--- src/hdl/iapd_pkg.sv ---
// shared constants and types for the average-of-up-and-left dpcm differencer
package iapd_pkg;

    localparam int MAX_WIDTH  = 512;
    localparam int MAX_HEIGHT = 512;

    localparam int PIX_W = 8;
    localparam int DIM_W = 10;
    localparam int COL_W = $clog2(MAX_WIDTH);
    localparam int ROW_W = $clog2(MAX_HEIGHT);
    // effective dimension widths hold both the register value and the maximum
    localparam int WCNT_W = (COL_W + 1 > DIM_W) ? COL_W + 1 : DIM_W;
    localparam int HCNT_W = (ROW_W + 1 > DIM_W) ? ROW_W + 1 : DIM_W;

    localparam int QUEUE_DEPTH = 4;
    localparam int QPTR_W      = $clog2(QUEUE_DEPTH);
    localparam int QCNT_W      = $clog2(QUEUE_DEPTH + 1);

    localparam int CFG_IDX_W = 1;
    localparam logic [CFG_IDX_W-1:0] CFG_FRAME_WIDTH  = CFG_IDX_W'(0);
    localparam logic [CFG_IDX_W-1:0] CFG_FRAME_HEIGHT = CFG_IDX_W'(1);

    localparam logic [DIM_W-1:0] FRAME_WIDTH_RST  = DIM_W'(474);
    localparam logic [DIM_W-1:0] FRAME_HEIGHT_RST = DIM_W'(264);

    typedef enum logic [1:0] {
        PRED_ZERO,
        PRED_LEFT,
        PRED_UP,
        PRED_AVG
    } t_pred_sel;

    typedef struct packed {
        logic [PIX_W-1:0] pixel;
        logic [PIX_W-1:0] up;
        logic [PIX_W-1:0] left;
        t_pred_sel        sel;
        logic             frame_end;
    } t_item;

endpackage

--- src/hdl/iapd_back.sv ---
// back end: prediction, residual and output register
module iapd_back (
    input  logic                       i_clk,
    input  logic                       i_rst_n,
    input  logic                       i_empty,
    input  iapd_pkg::t_item            i_head,
    output logic                       o_pop,
    output logic                       o_out_valid,
    input  logic                       i_out_stall,
    output logic [iapd_pkg::PIX_W-1:0] o_residual,
    output logic                       o_frame_end
);
    import iapd_pkg::*;

    logic             r_out_valid;
    logic [PIX_W-1:0] r_residual;
    logic             r_frame_end;

    logic [PIX_W:0]   sum;
    logic [PIX_W-1:0] pred;

    assign o_pop = !i_empty && (!r_out_valid || !i_out_stall);
    assign sum   = {1'b0, i_head.up} + {1'b0, i_head.left};

    always_comb begin
        case (i_head.sel)
            PRED_AVG:  pred = sum[PIX_W:1];
            PRED_UP:   pred = i_head.up;
            PRED_LEFT: pred = i_head.left;
            default:   pred = '0;
        endcase
    end

    always_ff @(posedge i_clk) begin
        if (!i_rst_n) begin
            r_out_valid <= 1'b0;
        end else if (o_pop) begin
            r_out_valid <= 1'b1;
        end else if (!i_out_stall) begin
            r_out_valid <= 1'b0;
        end
    end

    always_ff @(posedge i_clk) begin
        if (o_pop) begin
            r_residual  <= i_head.pixel - pred;
            r_frame_end <= i_head.frame_end;
        end
    end

    assign o_out_valid = r_out_valid;
    assign o_residual  = r_residual;
    assign o_frame_end = r_frame_end;

endmodule

--- config.mk ---
export PLATFORM = sky130hd
export DESIGN_NAME = iapd_back
export DESIGN_NICKNAME = d
export VERILOG_FILES = /design/src/hdl/iapd_pkg.sv /design/src/hdl/iapd_back.sv
export SDC_FILE = /design/constraint.sdc
export NUM_CORES = 1
export LEC_CHECK = 0
export ABC_AREA = 0
export CORE_MARGIN = 2
export CORE_UTILIZATION = 35
export DETAILED_ROUTE_END_ITERATION = 10
export DONT_BUFFER_PORTS = 1
export PLACE_DENSITY = 0.5
export SETUP_SLACK_MARGIN = 0.4
export SLEW_MARGIN = 20
export SYNTH_ARGS = -nofsm -noshare
export SYNTH_HDL_FRONTEND = slang
export SYNTH_SLANG_ARGS = --single-unit
export TNS_END_PERCENT = 20
--- constraint.sdc ---
create_clock -name i_clk -period 6.67 [get_ports i_clk]
set_input_delay 0.667 -clock i_clk [delete_from_list [all_inputs] [get_ports i_clk]]
set_output_delay 0.667 -clock i_clk [all_outputs]
set_load 0.01 [all_outputs]
# Word level (Yosys, flattened, before mapping)

Cells that the tools add are included.

Input bits: 31
Register bits: 10

$add $sub $neg: 2
Reductions and logical operators: 5
Eq/ne operators: 4
Multiplexer cells: 3

Operator list:

| operator           | count |
|---|---|
| $pmux 8 s3         | 1 |
| $add 8x8->9        | 1 |
| $sub 8x8->8        | 1 |
| $eq 2x2->1 const B | 2 |
| $logic_not 1->1    | 3 |
| $eq 2x1->1 const B | 1 |
| $mux 1             | 2 |
| $ne 2x2->1 const B | 1 |
| $logic_and 1x1->1  | 1 |
| $logic_or 1x1->1   | 1 |

# Depth between registers and ports, before layout

Depth in word-level cells: 4
Mapped depth: 14

# Worst setup path after synthesis

OpenSTA, ideal clock, no wires.

Path kind: input to register
From: input port i_head[4] (netlist name)
To: register r_residual[7], in the netlist o_residual[7] (data pin)
Cell stages on the path: 14
Library setup time: 0.259 ns
Slack: 3.418 ns
Required time: 6.411 ns
Arrival: 2.993 ns
Path buffers: 0
Cells stage by stage: ha_1 -> a31o_1 -> a21oi_2 -> o21a_2 -> xnor2_1 -> mux2_4 -> a21oi_2 -> ha_1 -> o211ai_2 -> a21oi_1 -> a211o_1 -> a21o_1 -> a21oi_1 -> xnor2_1

Longest elaborated chain between the ends: 3

RTL lines:

| element                | RTL line        | source |
|---|---|---|
| start: declaration     | iapd_back.sv:6  | `input iapd_pkg::t_item i_head,` |
| $add 8x8->9            | iapd_back.sv:23 | `assign sum = {1'b0, i_head.up} + {1'b0, i_head.left};` |
| $pmux 8 s3 (*)         | iapd_back.sv:26 | `case (i_head.sel)` |
| $sub 8x8->8 (*)        | iapd_back.sv:46 | `r_residual <= i_head.pixel - pred;` |
| end signal: assignment | iapd_back.sv:46 |  |
| end: declaration       | iapd_back.sv:16 | `logic [PIX_W-1:0] r_residual;` |

Mark *: on every way between the ends. The rest lies on a longest branch, timed or not.
A chain may end at the register's enable or synchronous reset.

# Worst setup path in the final report

Same ends and word-level chain as after synthesis.

==> flow_summary_export.csv <==
group,metric,value,unit
outcome,outcome,"finished with violations",
outcome,violations,"DRC",
cells_and_area,layout_common_cells,"ha_1 (14), a21oi_1 (11), xnor2_1 (11)",
min_path,hold_class,"primary input to flip-flop",
synthesis,ys_ff_latch,10,
global_routing,grt_pass1_wl,3330,µm
die,die_w,59.0,µm
die,ios,42,
synthesis,syn_area,1060,µm²
route,ant_nets,0,
clock_network,h-tree-depth,1,
cells_and_area,stdcell_area,1120,µm²
timing,finClkSkew,0.00110,ns
timing,rsz0062_at_grt,"no",
clock_network,cts_tree,"built",
clock_network,numClockSinks,10,
cells_and_area,final_common_cell,"ha_1",
synthesis,syn_inst,113,
cells_and_area,antenna_cells,0,
synthesis,synth-edff-count,9,
critical_path,crit_path_end_kind,"flip-flop",
global_routing,antenna_found_initial,0,
place,portBuffers,0,
die,core_area,2810,µm²
timing,layout_min_cycle_time,3.13,ns
clock_network,ctsRootBufferMaster,"clkbuf_4",
critical_path,cp.arrival,3.14,ns
critical_path,worstPathMaxFanout,4,
cells_and_area,drive_gt1_share,9.48,%
synthesis,async_reset_ff_share,0,%
synthesis,avgSynthCellArea,9.36,µm²
die,initial_core_util,37.7,%
pwr,power.leakage,0.459,nW
clock_network,postCtsSetupBuffers,0,
route,totalWireLength,2000,µm
cells_and_area,design.final.nets,164,
place,placed_area,1090,µm²
critical_path,worstSetupStartpointType,"primary input",
clock_network,numCtsBuffers,3,
timing,fmax,319,MHz
route,vias,813,
cells_and_area,nFillCells,297,
route,dr.first_iter.drc_count,10,
timing,fin_setup_tns,0,ns
route,drt_pass1_iterations,7,
synthesis,ys_warn_count,0,
global_routing,grt_use_total,12.3,%
cells_and_area,syn2layout_area_growth,6.04,%
route,wl_per_cell,13.6,µm
synthesis,ys_seq_area_share,27.5,%
pwr,powerDensity,190,nW/µm²
global_routing,grt_start_max_net_pins,12,
clock_network,cts_buffer_depth,2,
global_routing,first_global_vias,810,
global_routing,grt_overflow,0,
timing,setup_viol,0,
clock_network,clk-insertion-delay-late,0.25,ns
clock_network,clkTransAtPathRegs,0.06,ns
clock_network,cts_resized,0,
pwr,total_power,0.214,mW
critical_path,crit_required,6.68,ns
route,drcViolationCount,3,
timing,slew_headroom,72.1,%
clock_network,cts_hold_buf,0,
die,num_rows,19,
timing,slew_violations,0,
critical_path,critical_path_class,"primary input to flip-flop",
place,dpl.hpwl,1760,µm
die,die_y,59.0,µm
timing,hold_viol_final,0,
timing,worst_pin_slew,0.417,ns
synthesis,syn_nets,160,
synthesis,netlist-cell-type-count,31,
synthesis,synthFlopType,"edfxtp_1",
place,place_congestion,0.770,
die,dieArea,3480,µm²
route,viasPerCell,5.53,
timing,period_share,47.0,%
pwr,peakVddDrop,0.0518,mV
run,maxCapViolations,0,
==> path summary, 6_finish.rpt <==
kind	startpoint	end	slack [ns]	depth (start not counted)
worst min register to register	o_out_valid	o_out_valid	0.52	2
worst max-delay path	i_head[4]	o_residual[7]	3.54	14
worst min-delay path	i_head[0]	o_frame_end	0.50	0
worst max register to register	o_out_valid	o_frame_end	5.67	2
==> synthesized netlist by cell type, types with 2 or more instances <==
| master | number | area (µm²) |
|---|---|---|
| a21o_1 | 2 | 15.0 |
| a21oi_1 | 11 | 55.1 |
| xnor2_1 | 11 | 96.3 |
| nand2b_1 | 4 | 25.0 |
| nor2_1 | 7 | 26.3 |
| inv_1 | 8 | 30.0 |
| nand2_1 | 9 | 33.8 |
| fa_1 | 2 | 40.0 |
| o21a_1 | 4 | 30.0 |
| nor2b_1 | 3 | 18.8 |
| edfxtp_1 | 9 | 270 |
| o21ai_0 | 6 | 30.0 |
| a21oi_2 | 2 | 17.5 |
| ha_1 | 14 | 175 |
| a22oi_1 | 5 | 37.5 |
==> through the flow <==
stage | hold slack [ns] | instances | setup WS [ns] | utilization, %
after global routing | 0.486 | 147 | 3.39 | 40.0
after detailed placement | 0.518 | 143 | 3.24 | 39.0
after CTS | 0.490 | 147 | 3.53 | 40.0
after global placement | 0.513 | 143 | 3.30 | 39.0
after floorplan | 0.499 | 113 | 3.42 | -
final | 0.505 | 147 | 3.54 | 40.0
==> state kept, by name, summed over array words and instances, names as in the netlist <==
name,cells
o_frame_end,1
o_out_valid,1
o_residual,8
==> per-layer routing <==
metal	up-vias	routed length, µm	GRT usage [%]
met2	31	1060	21.9
met3	0	131	1.98
li1	412	-	-
met4	0	0	5.84
met1	370	810	14.2
met5	-	0	0
==> final cells by class <==
class                      instances  area, µm²  area share (%)
multi-input combinational         93        728            65.0
inverter                           8       30.0            2.68
sequential                        10        290            25.9
clock buffer                       4       26.3            2.34
tap                               31       38.8            3.46
timing repair buffer               1       7.51           0.670
==> power breakdown <==
part	internal, mW	switching [mW]	total (mW)
Sequential	0.0827	0.00759	0.0903
Combinational	0.0417	0.0403	0.0820
Clock	0.0230	0.0183	0.0413
Total	0.147	0.0661	0.214
==> cell families after synthesis <==
group                      Yosys count  synth area share, %
AOI/OAI and AO/OA                   40                 26.3
xor gates and xnor gates            12                 9.94
adders and majority gates           16                 20.4
buffers and inverters               10                 3.67
DFF                                 10                 27.5
muxes                                2                 2.48
and+or+nand+nor                     23                 9.82
==> worst max-delay path, cell delays in order <==
cell      delay [ns]
ha_1            0.27
a31o_1          0.23
a21oi_2         0.18
o21a_2          0.17
xnor2_1         0.06
mux2_4          0.26
a21oi_2         0.14
ha_1            0.29
o211ai_2        0.09
a21oi_1         0.05
a211o_1         0.30
a21o_1          0.18
a21oi_1         0.16
xnor2_1         0.09
(Power assumes the default switching activity.)
