[config.mk]
export PLATFORM = sky130hd
export DESIGN_NAME = iapd_queue
export DESIGN_NICKNAME = d
export VERILOG_FILES = /design/src/hdl/iapd_pkg.sv /design/src/hdl/iapd_queue.sv
export SDC_FILE = /design/constraint.sdc
export NUM_CORES = 1
export LEC_CHECK = 0
export BUFFER_PORTS_ARGS = -buffer_cell sky130_fd_sc_hd__clkbuf_2
export CORE_MARGIN = 4
export CORE_UTILIZATION = 50
export CTS_BUF_LIST = sky130_fd_sc_hd__clkbuf_16
export CTS_CLUSTER_DIAMETER = 30
export DETAILED_ROUTE_END_ITERATION = 10
export HOLD_SLACK_MARGIN = 0.03
export PLACE_DENSITY = 0.73
export SYNTH_ARGS = -nofsm -noshare
export SYNTH_HDL_FRONTEND = slang
export SYNTH_SLANG_ARGS = --single-unit
[constraint.sdc]
create_clock -name i_clk -period 2.7 [get_ports i_clk]
set_input_delay 0.405 -clock i_clk [delete_from_list [all_inputs] [get_ports i_clk]]
set_output_delay 0.405 -clock i_clk [all_outputs]
set_load 0.02 [all_outputs]
[src/hdl/iapd_pkg.sv]
// shared constants and types for the average-of-up-and-left dpcm differencer
package iapd_pkg;

    localparam int MAX_WIDTH  = 512;
    localparam int MAX_HEIGHT = 512;

    localparam int PIX_W = 8;
    localparam int DIM_W = 10;
    localparam int COL_W = $clog2(MAX_WIDTH);
    localparam int ROW_W = $clog2(MAX_HEIGHT);
    // effective dimension widths hold both the register value and the maximum
    localparam int WCNT_W = (COL_W + 1 > DIM_W) ? COL_W + 1 : DIM_W;
    localparam int HCNT_W = (ROW_W + 1 > DIM_W) ? ROW_W + 1 : DIM_W;

    localparam int QUEUE_DEPTH = 4;
    localparam int QPTR_W      = $clog2(QUEUE_DEPTH);
    localparam int QCNT_W      = $clog2(QUEUE_DEPTH + 1);

    localparam int CFG_IDX_W = 1;
    localparam logic [CFG_IDX_W-1:0] CFG_FRAME_WIDTH  = CFG_IDX_W'(0);
    localparam logic [CFG_IDX_W-1:0] CFG_FRAME_HEIGHT = CFG_IDX_W'(1);

    localparam logic [DIM_W-1:0] FRAME_WIDTH_RST  = DIM_W'(474);
    localparam logic [DIM_W-1:0] FRAME_HEIGHT_RST = DIM_W'(264);

    typedef enum logic [1:0] {
        PRED_ZERO,
        PRED_LEFT,
        PRED_UP,
        PRED_AVG
    } t_pred_sel;

    typedef struct packed {
        logic [PIX_W-1:0] pixel;
        logic [PIX_W-1:0] up;
        logic [PIX_W-1:0] left;
        t_pred_sel        sel;
        logic             frame_end;
    } t_item;

endpackage

[src/hdl/iapd_queue.sv]
// small fifo between the front end and the back end
module iapd_queue (
    input  logic            i_clk,
    input  logic            i_rst_n,
    input  logic            i_push,
    input  iapd_pkg::t_item i_push_item,
    output logic            o_full,
    input  logic            i_pop,
    output logic            o_empty,
    output iapd_pkg::t_item o_head
);
    import iapd_pkg::*;

    t_item             r_mem [QUEUE_DEPTH];
    logic [QPTR_W-1:0] r_wptr;
    logic [QPTR_W-1:0] r_rptr;
    logic [QCNT_W-1:0] r_count;

    assign o_full  = (r_count == QCNT_W'(QUEUE_DEPTH));
    assign o_empty = (r_count == '0);
    assign o_head  = r_mem[r_rptr];

    always_ff @(posedge i_clk) begin
        if (i_push) begin
            r_mem[r_wptr] <= i_push_item;
        end
    end

    always_ff @(posedge i_clk) begin
        if (!i_rst_n) begin
            r_wptr  <= '0;
            r_rptr  <= '0;
            r_count <= '0;
        end else begin
            if (i_push) begin
                r_wptr <= r_wptr + QPTR_W'(1);
            end
            if (i_pop) begin
                r_rptr <= r_rptr + QPTR_W'(1);
            end
            if (i_push && !i_pop) begin
                r_count <= r_count + QCNT_W'(1);
            end else if (!i_push && i_pop) begin
                r_count <= r_count - QCNT_W'(1);
            end
        end
    end

endmodule

== After elaboration in Yosys (flattened, before gate mapping) ==
Memory sizes are Yosys's and may differ from the RTL's. A register that Yosys moved wholly into a read port is not among the register bits.
Index checks and enable logic that the tools add are counted.
Widths: inputs -> output; s select.
Operators by class
  add/sub/neg operators: 4
  equal/unequal tests: 1
  muxes and demuxes: 6
  reductions and logical operators: 6
Operators with widths (number)
  $mux 3: 2
  $add 2x1->2 const B: 2
  $mux 2: 2
  $add 3x1->3 const B: 1
  $eq 3x3->1 const B: 1
  $logic_not 3->1: 1
  $sub 3x1->3 const B: 1
  $logic_and 1x1->1: 2
  $logic_not 1->1: 2
  $mux 1: 2
  $reduce_bool 2->1: 1
Word-level totals
  flip-flop bits (word level): 7
  RAM bits: 108
  bits of input ports: 31
  logic and storage cells: 21
  memories: 1
Memory list
  r_mem: words 4, bits a word 27, rd ports 1, clocked after Yosys merged registers in 1, wr ports 1, RTL line iapd_queue.sv:14  | t_item r_mem [QUEUE_DEPTH];

== Depth between registers and ports, before layout ==
  word-level depth: 4
  gate-level depth with buffers: 7

== Worst setup path after synthesis ==
Ideal clock, no wire load.
  path type: input port to flip-flop
  from: input i_pop
  to: register r_count[2]
  library setup time: 76 ps
  arrival: 1606 ps
  slack: 1018 ps
  stages on the path: 7
  buffers on the path: 0
  cell sequence: inv_1 > ha_1 > inv_1 > fa_1 > xor2_1 > or3_1 > a21boi_0
Between the ends
  cells in the longest elaborated chain, start to end: 3
  elaborated cells between the ends (all ways): 5
  those cells by class: 1 x mux; 4 x reduce/logical
RTL lines
  start, declared: RTL line iapd_queue.sv:8  | input logic i_pop,
  $logic_not 1->1: RTL line iapd_queue.sv:41  | if (i_push && !i_pop) begin
  $logic_and 1x1->1: RTL line iapd_queue.sv:41
  $mux 3 or $reduce_bool 2->1 (tied branches)
  end signal, assigned: RTL line iapd_queue.sv:42  | r_count <= r_count + QCNT_W'(1);
  end signal, assigned: RTL line iapd_queue.sv:44  | r_count <= r_count - QCNT_W'(1);
  end, declared: RTL line iapd_queue.sv:17  | logic [QCNT_W-1:0] r_count;
Parallel ways exist; a longest one is shown, timed or not.
A chain may end at the register's enable or synchronous reset.

==> results.sh <==
export IMPL_synth_top_family_by_area="multiplexers"
export IMPL_slew_violations=0
export IMPL_synth_compound_area_share_pct=0.2851
export IMPL_synth_nets=221
export IMPL_yosys_warnings=0
export IMPL_dr_pass1_iters=4
export IMPL_worstHoldStart="i_push_item[11]"
export IMPL_synth_cell_type_count=21
export IMPL_status="complete, no violations"
export IMPL_fp_dieArea_um2=10340
export IMPL_synth_edf_count=108
export IMPL_antenna_left=0
export IMPL_nets=301
export IMPL_yosys_top_cells_area="edfxtp_1 (74%), mux4_2 (10%), mux4_1 (4.2%), dfxtp_1 (4.1%), ha_1 (1.4%)"
export IMPL_maxSlewHeadroom_pct=61.47
export IMPL_ys_seq_area_share_pct=77.99
export IMPL_yosysTopAreaCell="edfxtp_1"
export IMPL_synthAdderAreaFrac_pct=1.881
export IMPL_grt_pass1_vias=2233
export IMPL_routabilityCongestion=0.6638
export IMPL_cts_tree="done"
export IMPL_synth_xor_xnor_area_share_pct=0.9977
export IMPL_routed_wl_um=7438
export IMPL_cp_max_fo=11
export IMPL_core_um2=8382
export IMPL_drive_above_1_share_pct=42.60
export IMPL_drc=0
export IMPL_max_clock_freq_mhz=414.5
export IMPL_pre_cts_slack_ns=0.6595
export IMPL_worstMarginPinSlew_ns=0.5780
export IMPL_hold_slack_ns=0.2197
export IMPL_period_minus_slack_ns=2.412
export IMPL_rsz0062_at_grt="no"
export IMPL_clockBufferDepth=2
export IMPL_die_h_um=101.7
export IMPL_gr_total_overflow=0
export IMPL_synth_seq_cells=117
export IMPL_arrival_ns=2.01
export IMPL_postSynth_topFlopCell="edfxtp_1"
export IMPL_worstSkewPairLatency_ns=0.40
export IMPL_drt_iter0_markers=96
export IMPL_setup_violations_final=0
export IMPL_syn_cell_area_um2=4389
export IMPL_timing_final_hold_violations=0
export IMPL_syn_instance_count=184
export IMPL_vias=2038
export IMPL_setup_ws_ns=0.2875
export IMPL_synthMuxAreaShare_pct=14.91
export IMPL_routedWlPerCell_um=19.47
export IMPL_cts_hold_buf=0
export IMPL_crit_type="reg -> out"
export IMPL_track_usage_pct=16.09
export IMPL_grt_max_degree=23
export IMPL_cts_num_sinks=117
export IMPL_rr_startpoint="r_wptr[0]"
export IMPL_htreeDepth=4
export IMPL_antenna_found_initial=0
export IMPL_post_cts_buffers=0
export IMPL_rows=33
export IMPL_ys_async_sr_fraction_pct=0
export IMPL_hold_path_class="in -> reg"
export IMPL_cts_root_buf="clkbuf_16"
export IMPL_cp_start_kind="flip-flop"
export IMPL_yosysTopAreaCellShare_pct=73.89
export IMPL_finalSetupTns_ns=0
export IMPL_drv_cap=0
export IMPL_dieWidth_um=101.7
export IMPL_area_growth_pct=24.43
export IMPL_period_share_pct=89.35
export IMPL_crit_path_end_kind="output pin"
export IMPL_hpwl_um=4563
export IMPL_ctsResizeCount=0
export IMPL_portBuffers=59
export IMPL_p_per_area_nw_per_um2=888.5
export IMPL_boundaryPins=60
export IMPL_cts_buffers=17
export IMPL_clk_pin_slew_worst_paths_ns=0.06
export IMPL_clock_skew_ns=0.006044
export IMPL_antenna_cells_inserted=0
export IMPL_via_per_inst=5.335
export IMPL_vdd_drop_max_mv=0.5069
export IMPL_initial_utilization_pct=52.37
export IMPL_leakagePower_nw=1.962
export IMPL_syn_area_per_cell_um2=23.85
export IMPL_grt_pass1_wl_um=11820
export IMPL_synth_simple_gate_area_share_pct=2.081
export IMPL_cp_data_required_time_ns=2.30
## logic make-up (layout without fill, tap and decap cells)
group / after synthesis / after routing
AO/OA/AOI/OAI: 2 / 2
XOR/XNOR: 5 / 5
adder cells (fa/ha/maj): 6 / 6
buffers and inverters: 10 / 103
flip-flops: 117 / 117
multiplexers: 29 / 29
AND/OR/NAND/NOR: 15 / 15
## metal layers
| metal | routed length [um] | track usage [%] | vias up |
|---|---|---|---|
| met1 | 2880 | 18.36 | 1044 |
| met3 | 394 | 5.785 | 9 |
| met2 | 4081 | 27.67 | 52 |
| li1 | - | - | 933 |
| met5 | 0 | 0 | - |
| met4 | 82 | 6.442 | 0 |
## sequential cells by signal, indices dropped and copies added, names as in the netlist, named ones only
signal,flops
r_rptr,2
r_wptr,2
r_mem,108
r_count,3
## synthesized netlist by cell type, types with 3 or more instances
| library cell | n |
|---|---|
| edfxtp_1 | 108 |
| mux4_2 | 20 |
| and2_1 | 9 |
| dfxtp_1 | 9 |
| mux4_1 | 7 |
| ha_1 | 5 |
| inv_1 | 4 |
| buf_2 | 3 |
| xor2_1 | 3 |
## layout by cell type, fill, tap and decap left out, drive strengths merged
cell and count:
inv 6, xor2 3, or3 1, mux4 27, dfxtp 9, clkbuf 76, bufinv 4, nor3 1
o21ai 1, mux2i 2, edfxtp 108, and2 9, clkinvlp 3, nor2b 2, xnor2 2, clkinv 6
nand2 1, a21boi 1, fa 1, ha 5, nor3b 1, buf 8
## path summary, 6_finish.rpt
kind                  endpoint  slack, ns  depth (start not counted)
setup / recovery    o_head[23]       0.29                          3
hold / removal    r_mem[1][11]       0.22                          1
setup reg to reg  r_mem[0][17]       1.07                          4
hold reg to reg     r_count[2]       0.51                          2
## final cells by class
cell class	count	area (um^2)
sequential	117	3425
timing repair buffer	67	392.9
clock buffer	17	425.4
clock inverter	15	187.7
tap	105	131.4
multi-input combinational	57	884.6
fill	546	2920
inverter	4	15.01
## critical path, cell delays in order, from the launching register on
cell	delay, ns
dfxtp_2	0.53
buf_4	0.29
mux4_1	0.60
clkbuf_2	0.18
## power breakdown
group          total (W)  leakage, nW  switching, W  internal [W]
Combinational   0.000449        0.597      0.000251      0.000198
Sequential       0.00213         1.07     0.0000444       0.00208
Clock            0.00228        0.298      0.000747       0.00153
Total            0.00485         1.96       0.00104       0.00381
## through the flow
stage / cells / instance area [um^2] / util, % / power [W]
4_1_cts: 382 / 5461 / 65.16 / 0.004900
2_1_floorplan: 184 / 4389 / - / 0.002452
3_5_place_dp: 350 / 4848 / 57.84 / 0.002618
5_1_grt: 382 / 5461 / 65.16 / 0.005022
6_report: 382 / 5461 / 65.16 / 0.004852
3_3_place_gp: 350 / 4848 / 57.84 / 0.002605
(Power assumes the default switching activity.)
